**src/hrma_pkg.sv**
```systemverilog
// Shared types and constants for the heart rate moving average block.
package hrma_pkg;

    // Field widths
    localparam int IR_W     = 18;
    localparam int TIME_W   = 32;
    localparam int RATE_W   = 8;

    // Ring of accepted rates
    localparam int RING_DEPTH = 4;
    localparam int POS_W      = (RING_DEPTH > 1) ? $clog2(RING_DEPTH) : 1;
    localparam int SUM_W      = RATE_W + POS_W;

    // Serial interval subtractor: DIGIT_W bits per cycle
    localparam int DIGIT_W   = 2;
    localparam int SUB_STEPS = TIME_W / DIGIT_W;
    localparam int STEP_W    = 5;

    // Shared restoring divider
    localparam int DIV_W     = 16;
    localparam int DIVISOR_W = 12;

    // Rate arithmetic
    localparam int unsigned MS_PER_MINUTE   = 60000;
    localparam int unsigned MIN_INTERVAL    = 236;
    localparam int unsigned MAX_INTERVAL    = 2999;
    localparam int unsigned THRESHOLD_RESET = 7000;
    localparam int unsigned MAX_SUM         = RING_DEPTH * 254;

    // Rate quotient is below 256 for every accepted interval, so the divider
    // starts with the top dividend bits already folded into the remainder.
    localparam int RATE_STEPS = RATE_W;
    localparam logic [DIVISOR_W-1:0] RATE_REM_INIT =
        DIVISOR_W'(MS_PER_MINUTE >> RATE_STEPS);
    localparam logic [DIV_W-1:0] RATE_DIVIDEND =
        DIV_W'((MS_PER_MINUTE % (1 << RATE_STEPS)) << (DIV_W - RATE_STEPS));

    // Input word
    typedef struct packed {
        logic [IR_W-1:0]   ir_level;
        logic              beat_seen;
        logic [TIME_W-1:0] time_ms;
    } hrma_in_t;

    // Result word
    typedef struct packed {
        logic [RATE_W-1:0] average_rate;
        logic              finger_present;
        logic              rate_accepted;
    } hrma_out_t;

    // Interval unit status
    typedef struct packed {
        logic                 done;
        logic                 in_range;
        logic [DIVISOR_W-1:0] interval;
    } ivl_res_t;

    // Divider request
    typedef struct packed {
        logic                 start;
        logic [DIVISOR_W-1:0] rem_init;
        logic [DIV_W-1:0]     dividend;
        logic [DIVISOR_W-1:0] divisor;
        logic [STEP_W-1:0]    steps;
    } div_req_t;

    // Ring write request
    typedef struct packed {
        logic              wr;
        logic [RATE_W-1:0] rate;
    } ring_wr_t;

endpackage

```
**src/hrma_interval.sv**
```systemverilog
// Digit-serial beat interval subtractor holding the last beat time.
module hrma_interval (
    input  logic                         aclk,
    input  logic                         aresetn,
    input  logic                         start,
    input  logic [hrma_pkg::TIME_W-1:0]  now,
    output hrma_pkg::ivl_res_t           res
);
    import hrma_pkg::*;

    logic [TIME_W-1:0]  now_reg, now_next;
    logic [TIME_W-1:0]  last_reg, last_next;
    logic [TIME_W-1:0]  diff_reg, diff_next;
    logic               borrow_reg, borrow_next;
    logic [STEP_W-1:0]  cnt_reg, cnt_next;
    logic               done_reg, done_next;
    logic [DIGIT_W:0]   digit;

    // One digit of now - last, LSB first
    assign digit = {1'b0, now_reg[DIGIT_W-1:0]} - {1'b0, last_reg[DIGIT_W-1:0]}
                   - {{DIGIT_W{1'b0}}, borrow_reg};

    always_comb begin
        now_next    = now_reg;
        last_next   = last_reg;
        diff_next   = diff_reg;
        borrow_next = borrow_reg;
        cnt_next    = cnt_reg;
        done_next   = 1'b0;
        if (start) begin
            now_next    = now;
            borrow_next = 1'b0;
            cnt_next    = STEP_W'(SUB_STEPS);
        end else if (cnt_reg != '0) begin
            // last beat time rotates in the new timestamp as it shifts out
            now_next    = now_reg >> DIGIT_W;
            last_next   = {now_reg[DIGIT_W-1:0], last_reg[TIME_W-1:DIGIT_W]};
            diff_next   = {digit[DIGIT_W-1:0], diff_reg[TIME_W-1:DIGIT_W]};
            borrow_next = digit[DIGIT_W];
            cnt_next    = cnt_reg - 1'b1;
            done_next   = (cnt_reg == STEP_W'(1));
        end
    end

    always_ff @(posedge aclk) begin
        now_reg  <= now_next;
        diff_reg <= diff_next;
        if (!aresetn) begin
            last_reg   <= '0;
            borrow_reg <= 1'b0;
            cnt_reg    <= '0;
            done_reg   <= 1'b0;
        end else begin
            last_reg   <= last_next;
            borrow_reg <= borrow_next;
            cnt_reg    <= cnt_next;
            done_reg   <= done_next;
        end
    end

    // Accepted intervals fit the divisor width
    assign res.done     = done_reg;
    assign res.in_range = (diff_reg[TIME_W-1:DIVISOR_W] == '0)
                          && (diff_reg[DIVISOR_W-1:0] >= DIVISOR_W'(MIN_INTERVAL))
                          && (diff_reg[DIVISOR_W-1:0] <= DIVISOR_W'(MAX_INTERVAL));
    assign res.interval = diff_reg[DIVISOR_W-1:0];

endmodule

```
**src/hrma_divider.sv**
```systemverilog
// Shared bit-serial restoring divider, one quotient bit per cycle.
module hrma_divider (
    input  logic                         aclk,
    input  logic                         aresetn,
    input  hrma_pkg::div_req_t           req,
    output logic                         done,
    output logic [hrma_pkg::RATE_W-1:0]  quotient
);
    import hrma_pkg::*;

    logic [DIVISOR_W-1:0] rem_reg, rem_next;
    logic [DIV_W-1:0]     dvd_reg, dvd_next;
    logic [DIVISOR_W-1:0] dsr_reg, dsr_next;
    logic [RATE_W-1:0]    q_reg, q_next;
    logic [STEP_W-1:0]    cnt_reg, cnt_next;
    logic                 done_reg, done_next;
    logic [DIVISOR_W:0]   rem_sh;
    logic [DIVISOR_W:0]   rem_sub;
    logic                 fits;

    // Trial subtract of the shifted remainder
    assign rem_sh  = {rem_reg, dvd_reg[DIV_W-1]};
    assign rem_sub = rem_sh - {1'b0, dsr_reg};
    assign fits    = (rem_sh >= {1'b0, dsr_reg});

    always_comb begin
        rem_next  = rem_reg;
        dvd_next  = dvd_reg;
        dsr_next  = dsr_reg;
        q_next    = q_reg;
        cnt_next  = cnt_reg;
        done_next = 1'b0;
        if (req.start) begin
            rem_next = req.rem_init;
            dvd_next = req.dividend;
            dsr_next = req.divisor;
            q_next   = '0;
            cnt_next = req.steps;
        end else if (cnt_reg != '0) begin
            rem_next  = fits ? rem_sub[DIVISOR_W-1:0] : rem_sh[DIVISOR_W-1:0];
            dvd_next  = dvd_reg << 1;
            q_next    = {q_reg[RATE_W-2:0], fits};
            cnt_next  = cnt_reg - 1'b1;
            done_next = (cnt_reg == STEP_W'(1));
        end
    end

    always_ff @(posedge aclk) begin
        rem_reg <= rem_next;
        dvd_reg <= dvd_next;
        dsr_reg <= dsr_next;
        q_reg   <= q_next;
        if (!aresetn) begin
            cnt_reg  <= '0;
            done_reg <= 1'b0;
        end else begin
            cnt_reg  <= cnt_next;
            done_reg <= done_next;
        end
    end

    assign done     = done_reg;
    assign quotient = q_reg;

endmodule

```
**src/hrma_ring.sv**
```systemverilog
// Ring of accepted rates with a running sum.
module hrma_ring (
    input  logic                        aclk,
    input  logic                        aresetn,
    input  hrma_pkg::ring_wr_t          wr_req,
    output logic [hrma_pkg::SUM_W-1:0]  sum
);
    import hrma_pkg::*;

    logic [RATE_W-1:0] ring_reg [RING_DEPTH];
    logic [POS_W-1:0]  pos_reg, pos_next;
    logic [SUM_W-1:0]  sum_reg, sum_next;
    logic [RATE_W-1:0] old_rate;

    assign old_rate = ring_reg[pos_reg];

    // Replace the oldest entry and adjust the sum
    always_comb begin
        pos_next = pos_reg;
        sum_next = sum_reg;
        if (wr_req.wr) begin
            sum_next = sum_reg - SUM_W'(old_rate) + SUM_W'(wr_req.rate);
            pos_next = (pos_reg == POS_W'(RING_DEPTH - 1)) ? '0 : pos_reg + 1'b1;
        end
    end

    always_ff @(posedge aclk) begin
        if (!aresetn) begin
            for (int i = 0; i < RING_DEPTH; i++) begin
                ring_reg[i] <= '0;
            end
            pos_reg <= '0;
            sum_reg <= '0;
        end else begin
            if (wr_req.wr) begin
                ring_reg[pos_reg] <= wr_req.rate;
            end
            pos_reg <= pos_next;
            sum_reg <= sum_next;
        end
    end

    assign sum = sum_reg;

endmodule

```
**src/heart_rate_moving_average.sv**
```systemverilog
// Heart rate moving average: top level with control sequencer and output register.
//
// Input channel s_valid / s_ready / s_data carries one sensor word: IR level,
// beat flag and millisecond timestamp. Result channel m_valid / m_ready /
// m_data returns exactly one word per input word, in order.
// cfg_wr_en / cfg_wr_data write the presence threshold.
// One word is worked at a time. A word with no finger or no beat goes
// straight to the done state, a beat with an out-of-range interval after
// the interval subtractor. A present beat with an accepted interval passes
// the 2-bit-per-cycle interval subtractor, 8 quotient bits of 60000/interval and
// SUM_W (10) quotient bits of sum/RING_DEPTH through the shared bit-serial
// divider, and the control states. The next word is taken only once the
// result of the last one has been loaded into the output register.
// s_ready is high whenever the sequencer is idle, so a new word is taken
// while the previous result still sits in the output register. If the
// receiver stalls, the next result waits in the sequencer until the output
// register frees, and no further word is taken meanwhile.
// Synchronous active-low reset clears the ring, last beat time, average
// and handshakes, and sets the threshold to 7000; no clearing pass is needed.
module heart_rate_moving_average (
    input  logic                       aclk,
    input  logic                       aresetn,
    input  logic                       cfg_wr_en,
    input  logic [hrma_pkg::IR_W-1:0]  cfg_wr_data,
    input  logic                       s_valid,
    output logic                       s_ready,
    input  hrma_pkg::hrma_in_t         s_data,
    output logic                       m_valid,
    input  logic                       m_ready,
    output hrma_pkg::hrma_out_t        m_data
);
    import hrma_pkg::*;

    typedef enum logic [5:0] {
        ST_IDLE = 6'b000001,
        ST_SUB  = 6'b000010,
        ST_RATE = 6'b000100,
        ST_RING = 6'b001000,
        ST_AVG  = 6'b010000,
        ST_DONE = 6'b100000
    } state_t;

    state_t            state_reg, state_next;
    logic [IR_W-1:0]   thr_reg, thr_next;
    logic [RATE_W-1:0] shown_reg, shown_next;
    logic              present_reg, present_next;
    logic              accepted_reg, accepted_next;
    logic              m_valid_reg, m_valid_next;
    hrma_out_t         m_data_reg, m_data_next;

    logic              s_fire;
    logic              present_in;
    logic              out_free;
    logic              ivl_start;
    ivl_res_t          ivl_res;
    div_req_t          div_req;
    logic              div_done;
    logic [RATE_W-1:0] div_q;
    ring_wr_t          ring_wr;
    logic [SUM_W-1:0]  ring_sum;

    assign s_ready    = (state_reg == ST_IDLE);
    assign s_fire     = s_valid && s_ready;
    assign present_in = (s_data.ir_level > thr_reg);
    assign out_free   = !m_valid_reg || m_ready;
    assign ivl_start  = s_fire && present_in && s_data.beat_seen;

    hrma_interval u_interval (
        .aclk    (aclk),
        .aresetn (aresetn),
        .start   (ivl_start),
        .now     (s_data.time_ms),
        .res     (ivl_res)
    );

    // Divider requests: rate after the interval, average after the ring write
    always_comb begin
        div_req = '0;
        if ((state_reg == ST_SUB) && ivl_res.done && ivl_res.in_range) begin
            div_req.start    = 1'b1;
            div_req.rem_init = RATE_REM_INIT;
            div_req.dividend = RATE_DIVIDEND;
            div_req.divisor  = ivl_res.interval;
            div_req.steps    = STEP_W'(RATE_STEPS);
        end else if (state_reg == ST_RING) begin
            div_req.start    = 1'b1;
            div_req.rem_init = '0;
            div_req.dividend = {ring_sum, {(DIV_W - SUM_W){1'b0}}};
            div_req.divisor  = DIVISOR_W'(RING_DEPTH);
            div_req.steps    = STEP_W'(SUM_W);
        end
    end

    hrma_divider u_divider (
        .aclk     (aclk),
        .aresetn  (aresetn),
        .req      (div_req),
        .done     (div_done),
        .quotient (div_q)
    );

    assign ring_wr.wr   = (state_reg == ST_RATE) && div_done;
    assign ring_wr.rate = div_q;

    hrma_ring u_ring (
        .aclk    (aclk),
        .aresetn (aresetn),
        .wr_req  (ring_wr),
        .sum     (ring_sum)
    );

    // Threshold register
    assign thr_next = cfg_wr_en ? cfg_wr_data : thr_reg;

    // Sequencer
    always_comb begin
        state_next    = state_reg;
        shown_next    = shown_reg;
        present_next  = present_reg;
        accepted_next = accepted_reg;
        unique case (state_reg)
            ST_IDLE: begin
                if (s_fire) begin
                    present_next  = present_in;
                    accepted_next = 1'b0;
                    if (!present_in) begin
                        shown_next = '0;
                        state_next = ST_DONE;
                    end else if (s_data.beat_seen) begin
                        state_next = ST_SUB;
                    end else begin
                        state_next = ST_DONE;
                    end
                end
            end
            ST_SUB: begin
                if (ivl_res.done) begin
                    state_next = ivl_res.in_range ? ST_RATE : ST_DONE;
                end
            end
            ST_RATE: begin
                if (div_done) begin
                    state_next = ST_RING;
                end
            end
            ST_RING: begin
                state_next = ST_AVG;
            end
            ST_AVG: begin
                if (div_done) begin
                    shown_next    = div_q;
                    accepted_next = 1'b1;
                    state_next    = ST_DONE;
                end
            end
            ST_DONE: begin
                if (out_free) begin
                    state_next = ST_IDLE;
                end
            end
            default: begin
                state_next = ST_IDLE;
            end
        endcase
    end

    // Output register
    always_comb begin
        m_valid_next = m_valid_reg && !m_ready;
        m_data_next  = m_data_reg;
        if ((state_reg == ST_DONE) && out_free) begin
            m_valid_next               = 1'b1;
            m_data_next.average_rate   = shown_reg;
            m_data_next.finger_present = present_reg;
            m_data_next.rate_accepted  = accepted_reg;
        end
    end

    always_ff @(posedge aclk) begin
        present_reg  <= present_next;
        accepted_reg <= accepted_next;
        m_data_reg   <= m_data_next;
        if (!aresetn) begin
            state_reg   <= ST_IDLE;
            thr_reg     <= IR_W'(THRESHOLD_RESET);
            shown_reg   <= '0;
            m_valid_reg <= 1'b0;
        end else begin
            state_reg   <= state_next;
            thr_reg     <= thr_next;
            shown_reg   <= shown_next;
            m_valid_reg <= m_valid_next;
        end
    end

    assign m_valid = m_valid_reg;
    assign m_data  = m_data_reg;

`ifndef SYNTHESIS
    // One word in flight: nothing is taken right after a word is taken
    a_one_in_flight: assert property (@(posedge aclk) disable iff (!aresetn)
        s_fire |=> !s_ready)
        else $error("word accepted while previous word in flight");

    // No finger means a zero average and no stored rate
    a_absent_zero: assert property (@(posedge aclk) disable iff (!aresetn)
        (m_valid && !m_data.finger_present) |->
            (m_data.average_rate == '0) && !m_data.rate_accepted)
        else $error("absent finger with nonzero average or stored rate");

    // Running sum never exceeds a full ring of the largest rate
    a_sum_bound: assert property (@(posedge aclk) disable iff (!aresetn)
        ring_sum <= SUM_W'(MAX_SUM))
        else $error("ring sum out of range");

    // A divider start never reports done on the following cycle
    a_div_start: assert property (@(posedge aclk) disable iff (!aresetn)
        div_req.start |=> !div_done)
        else $error("divider done right after start");
`endif

endmodule
```
**config.mk**
```make
export PLATFORM = sky130hd
export DESIGN_NAME = heart_rate_moving_average
export DESIGN_NICKNAME = d
export VERILOG_FILES = /design/src/hrma_pkg.sv /design/src/hrma_interval.sv /design/src/hrma_divider.sv /design/src/hrma_ring.sv /design/src/heart_rate_moving_average.sv
export SDC_FILE = /design/constraint.sdc
export NUM_CORES = 1
export LEC_CHECK = 0
export BUFFER_PORTS_ARGS = -buffer_cell sky130_fd_sc_hd__buf_2
export CORE_UTILIZATION = 65
export DETAILED_ROUTE_END_ITERATION = 10
export PLACE_DENSITY = 0.94
export RECOVER_POWER = 25
export SYNTH_ARGS = -nofsm -noshare
export SYNTH_HDL_FRONTEND = slang
export SYNTH_SLANG_ARGS = --single-unit
export TNS_END_PERCENT = 1
```
**constraint.sdc**
```tcl
create_clock -name aclk -period 7.6 [get_ports aclk]
set_clock_uncertainty 0.05 [all_clocks]
set_input_delay 0.38 -clock aclk [delete_from_list [all_inputs] [get_ports aclk]]
set_output_delay 0.38 -clock aclk [all_outputs]
set_load 0.1 [all_outputs]
```
Word level (Yosys, flattened, before mapping):

Memory sizes are Yosys's and may differ from the RTL's. A register that Yosys moved wholly into a read port is not among the register bits.
Cells that the tools add are included.
W data, S select, Z words.

* reductions and logical operators: 28
* eq/ne operators: 15
* $add $sub $neg: 8
* bitwise gates (word level): 4
* mux-type cells: 40
* order comparisons: 4

Operators by type and width (number)
* $mux W46: 2
* $mux W32: 2
* $mux W6: 8
* $mux W12: 3
* $pmux W6 S6: 1
* $mux W16: 2
* $mux W8: 4
* $logic_not A20 Y1: 1
* $mux W5: 4
* $gt A18 B18 Y1: 1
* $pmux W8 S2: 1
* $ge A13 B12 Y1: 1
* $ge A12 B8 Y1 const B: 1
* $le A12 B12 Y1 const B: 1
* $sub A12 B12 Y12: 1
* $add A10 B8 Y10: 1
* $eq A5 B1 Y1 const B: 2
* $logic_and A1 B1 Y1: 10
* $reduce_bool A5 Y1: 2
* $sub A10 B8 Y10: 1
* $sub A5 B1 Y5 const B: 2
* $mux W1: 8
* $mux W2: 4
* $ne A2 B1 Y1 const B: 4
* 23 further kinds: 32

* input port bits: 74
* word-level logic and storage cells: 124
* output and inout port bits: 12
* register bits after elaboration: 214
* memories: 1
* RAM bits: 32

Memory list
* u_ring.ring_reg: depth 4, bits a word 8, read ports 1, clocked after memory_dff 1, wr ports 4, line hrma_ring.sv:10 `logic [RATE_W-1:0] ring_reg [RING_DEPTH];`

Logic depth before layout (Yosys ltp):

* depth in word-level cells: 7
* mapped depth: 13
* gate-level depth less buffers: 12

By module:

Synthesis repeated with hierarchy kept, for this count alone.

* cell total of the unflattened synthesis: 1085
* area total of the unflattened synthesis: 12156.7 sq um

Modules (own cells, without submodules)
* hrma_interval: sequential area each 2702.6 sq um, cells each 316, area each 4073.9 sq um, times used 1
* hrma_divider: sequential area each 1481.4 sq um, cells each 267, area each 3069.2 sq um, times used 1
* hrma_ring: sequential area each 1241.2 sq um, cells each 238, area each 2637.5 sq um, times used 1
* heart_rate_moving_average: sequential area each 1021.0 sq um, cells each 264, area each 2376.0 sq um, times used 1

Worst setup path after synthesis:

Ideal clock, no wire load.

* kind: reg2reg
* start point: register state_reg[1]
* end point: register u_interval.now_reg[0] (enable)
* arrival: 3.362 ns
* stages on the path, launching flop included: 9
* slack: 3.794 ns
* path buffers: 2
* period minus slack after synthesis: 3.806 ns
* required time: 7.156 ns
* library setup time: 0.394 ns
* cell sequence: dfxtp_1 or4_4 nor3b_4 nand2_2 inv_2 and3_1 buf_4 buf_4 nand2b_1

* cells in the longest elaborated chain, start to end: 5

RTL lines
* from (decl): line heart_rate_moving_average.sv:43 `state_t state_reg, state_next;`
* from (signal assigned): line heart_rate_moving_average.sv:189 `state_reg <= state_next;`
* $eq A6 B1 Y1: line heart_rate_moving_average.sv:62 `assign s_ready = (state_reg == ST_IDLE);`
* named net s_ready: line heart_rate_moving_average.sv:26 `output logic s_ready,`
* $logic_and A1 B1 Y1: line heart_rate_moving_average.sv:63 `assign s_fire = s_valid && s_ready;`
* $logic_and A1 B1 Y1 (2 in a row): line heart_rate_moving_average.sv:66 `assign ivl_start = s_fire && present_in && s_data.beat_seen;`
* $reduce_bool A2 Y1 (no line)
* to (signal assigned): line hrma_interval.sv:46 `now_reg <= now_next;`
* to (decl): line hrma_interval.sv:11 `logic [TIME_W-1:0] now_reg, now_next;`

The timed path passes the listed nets, and every way through them passes these cells.
A chain may end at the register's enable or synchronous reset.

==> impl_table.tex <==
\begin{tabular}{lr}
\hline
Metric & Value \\
\hline
\multicolumn{2}{l}{\textbf{Global routing}} \\
Maximum number of pins on one net before global-route repair & 84 \\
Antenna violations before repair & 0 \\
First-pass GRT wire length & about 40000 um \\
Aggregate global routing overflow & 0 \\
Number of global-route vias before repair & 7874 \\
Global-route total usage across every layer & between 20\% and 30\% \\
\multicolumn{2}{l}{\textbf{Place}} \\
Post-placement cell count & about 1200 \\
Number of port buffers & 85 \\
Half-perimeter wire length after detailed placement & between 15000 and 20000 um \\
Final RePlAce weighted congestion & just under 0.9 \\
\multicolumn{2}{l}{\textbf{Clock tree}} \\
Number of hold buffers added after cts & 0 \\
Number of H-tree branching levels & 1 \\
Root buffer cell & clkbuf\_16 \\
TritonCTS clock tree & built \\
Clock latency reported for the late side of the worst-skew pair & around 0.51 ns \\
Post-CTS Resized & 0 \\
Number of CTS-inserted buffers & 24 \\
Clock sinks & between 200 and 250 \\
Clock slew at the register clock pins of the worst setup and hold paths & about 0.06 ns \\
Max clock buf depth & 3 \\
Setup repair bufs after CTS & 0 \\
\multicolumn{2}{l}{\textbf{Pwr}} \\
Power per unit of standard cell area & between 300 and 400 nW/um2 \\
Cell Int Power & 3.22 mW \\
Proportion of power drawn by flip-flops and latches & about 45\% \\
Power after layout & 4.74 mW \\
Maximum vdd drop & roughly 280 uV \\
Power dissipated by switching net loads & between 1.5 and 2 mW \\
Portion of total power attributed to the clock network & 26.7\% \\
Leakage & 5.21 nW \\
Share of total power in combinational logic & between 20 and 30\% \\
Switch share & 32.0\% \\
\multicolumn{2}{l}{\textbf{Finish}} \\
Fraction of final layout cells sized beyond drive strength 1 & $\sim$17\% \\
Footprint of the flip-flops and latches & around 6300 um2 \\
Final antenna diode count & 0 \\
Fillers & 964 \\
Area occupied by multi-input gates & between 4000 and 5000 um2 \\
Utilization of the core after routing & 75.3\% \\
Final-stage net count & 1150 \\
Final instance count without filler cells & between 1000 and 1500 \\
Layout Area Growth over Synthesis & 12.6\% \\
\multicolumn{2}{l}{\textbf{Synthesis}} \\
Unique cell type count in the Yosys netlist & 68 \\
Primary flip-flop cell chosen by synthesis mapping & edfxtp\_1 \\
Number of warning messages in the yosys log & 0 \\
Post-Syn Nets & between 1000 and 1500 \\
Total of flip-flops plus latches after synthesis & approximately 240 \\
Most area-hungry cell type in the Yosys netlist & edfxtp\_1 \\
Cell types with the largest area share after synthesis & edfxtp\_1, dfxtp\_1, ha\_1 \\
Leading post-synthesis cells by instance count & edfxtp\_1, dfxtp\_1, nand2\_1, inv\_1, mux2i\_1 \\
Synthesized area & approximately 11000 um2 \\
Proportion of synthesized flip-flops having asynchronous set or reset & 0\% \\
Per-instance average area after synthesis & roughly 12 um2 \\
Fraction of the yosys area taken by sequential cells & 56.1\% \\
EDFF count, synth & 142 \\
Most used standard cell by instance count after synthesis & edfxtp\_1 \\
Portion of synthesized cell area occupied by the leading cell type & between 30\% and 40\% \\
Gate count after technology mapping & 931 \\
\multicolumn{2}{l}{\textbf{Floorplanning}} \\
Floorplan die area & between 15000 and 20000 um2 \\
Boundary pin count & 86 \\
Area of the core region & 16700 um2 \\
Horiz. Die Dim & between 100 and 150 um \\
Starting density of the core & between 60\% and 70\% \\
Row count & 47 \\
Height of the chip & around 130 um \\
\multicolumn{2}{l}{\textbf{Routing}} \\
Detailed Route WL & 24500 um \\
Post-detailed-route DRC marker count & 0 \\
DR WL/cell & slightly below 20 um \\
Via count & about 7700 \\
Via density per instance & 6.11 \\
DR pass1 iterations & 5 \\
Initial DRC count & 700 \\
Post-route antenna net violation count & 0 \\
\multicolumn{2}{l}{\textbf{STA}} \\
Max frequency & 0.263 GHz \\
Shortest period the worst path allows & between 3 and 4 ns \\
Number of hold violations in the final report & 0 \\
Final Setup Violations & 0 \\
Max transition margin & roughly a fifth \\
Actual transition at the worst max-transition pin & roughly 1.2 ns \\
Unrepaired setup endpoints after global routing & false \\
Post-route worst hold slack & between 0.02 and 0.03 ns \\
Setup TNS & 0 ns \\
Final critical-path share of the clock period & between 40\% and 50\% \\
Count of final max-slew check failures & 0 \\
\multicolumn{2}{l}{\textbf{Worst setup path}} \\
Category of the most critical setup path & reg -> reg \\
Worst-path maximum fanout & 8 \\
Slowest cell delay on critical path & around 0.64 ns \\
Cell with the biggest individual delay on the critical path & dfxtp\_1 \\
Worst path required time & roughly 8.0 ns \\
Worst-case register-to-register setup slack & approximately 3.8 ns \\
Cells traversed along the worst timing path & mux4\_2 > fa\_1 > inv\_1 > fa\_1 > a21o\_1 > a21oi\_1 > o21ai\_0 > o41ai\_1 > xnor2\_1 > o21ai\_0 > and2\_1 \\
CP startpoint kind & flop \\
WP data arrival & roughly 4.2 ns \\
Depth of the worst register-to-register path & 11 \\
Worst setup EP type & flop \\
\multicolumn{2}{l}{\textbf{Worst hold path}} \\
Worst hold-check path type & in -> reg \\
Number of instances on the worst hold path & 3 \\
\multicolumn{2}{l}{\textbf{Flow run}} \\
Max-cap check violation count & 0 \\
\multicolumn{2}{l}{\textbf{Outcome}} \\
Status & completed \\
\hline
\end{tabular}
==> power groups by stage <==
stage               Clock, mW  Combinational [mW]  Sequential, mW
floorplan                   0                1.06            2.04
global placement            0                1.23            2.10
detailed placement          0                1.31            2.12
CTS                      1.27                1.34            2.11
global route             1.32                1.48            2.14
finish                   1.27                1.35            2.12
==> final timing paths <==
path / to / from
max reg2reg: u_ring.sum[8] / flop
min reg2reg: m_data[1] / present_reg
min: thr_reg[8] / cfg_wr_data[8]
max: u_ring.sum[8] / flop
==> placed cells by master, fill, tap and decap left out, drive strengths merged, types with 9 or more instances in the layout <==
cell / count
inv: 77
nor2: 46
nand2: 93
a22o: 9
o211ai: 9
ha: 49
xor2: 10
nor3: 15
clkbuf: 51
nor4: 15
mux2: 31
mux2i: 50
nand3: 10
dfxtp: 100
a21oi: 27
and2: 38
nor2b: 19
o21ai: 19
xnor2: 12
buf: 81
fa: 11
o21a: 11
edfxtp: 142
==> worst max-delay path: cells and delay by family, from the launching register on <==
family                     cells  cell delay, ns
AOI/OAI and AO/OA              5            1.02
xor gates and xnor gates       1            0.17
adders and majority gates      2            0.96
buffers and inverters          1            0.07
DFF                            1            0.64
muxes                          1            0.58
and+or+nand+nor                1            0.19
==> per-layer routing <==
metal  vias up  track usage (%)  share of wire [%]
met5         -                0                  0
met4         0             11.8                4.0
met3        93             4.76                8.0
met2       414             50.4                 51
met1      3667             34.0                 37
li1       3494                -                  -
==> cell families (layout without fill, tap and decap cells) <==
kind of cell               after synthesis  after routing  synth area share [%]
and+or+nand+nor                        281            281                  13.3
AOI/OAI and AO/OA                      126            126                  8.03
xor gates and xnor gates                22             22                  1.72
adders and majority gates               60             60                  7.46
buffers and inverters                  111            214                  4.17
muxes                                   89             89                  9.22
DFF                                    242            242                  56.1
==> per-stage QoR <==
step / cell area [um2] / setup slack, ns
floorplan: 11200 / 3.79
global placement: 11800 / 4.00
detailed placement: 11800 / 3.84
CTS: 12600 / 3.81
global route: 12600 / 3.56
finish: 12600 / 3.80
==> area by class of cell <==
cell class | count | share of cell area, %
flip-flops and latches | 242 | 49.8
inverters | 76 | 2.27
multi-input cells | 578 | 35.2
well taps | 220 | 2.19
repair buffers | 94 | 3.75
clock inverters | 6 | 0.846
clock buffers | 38 | 5.93
Note: power is estimated with default switching activity, not from simulation.
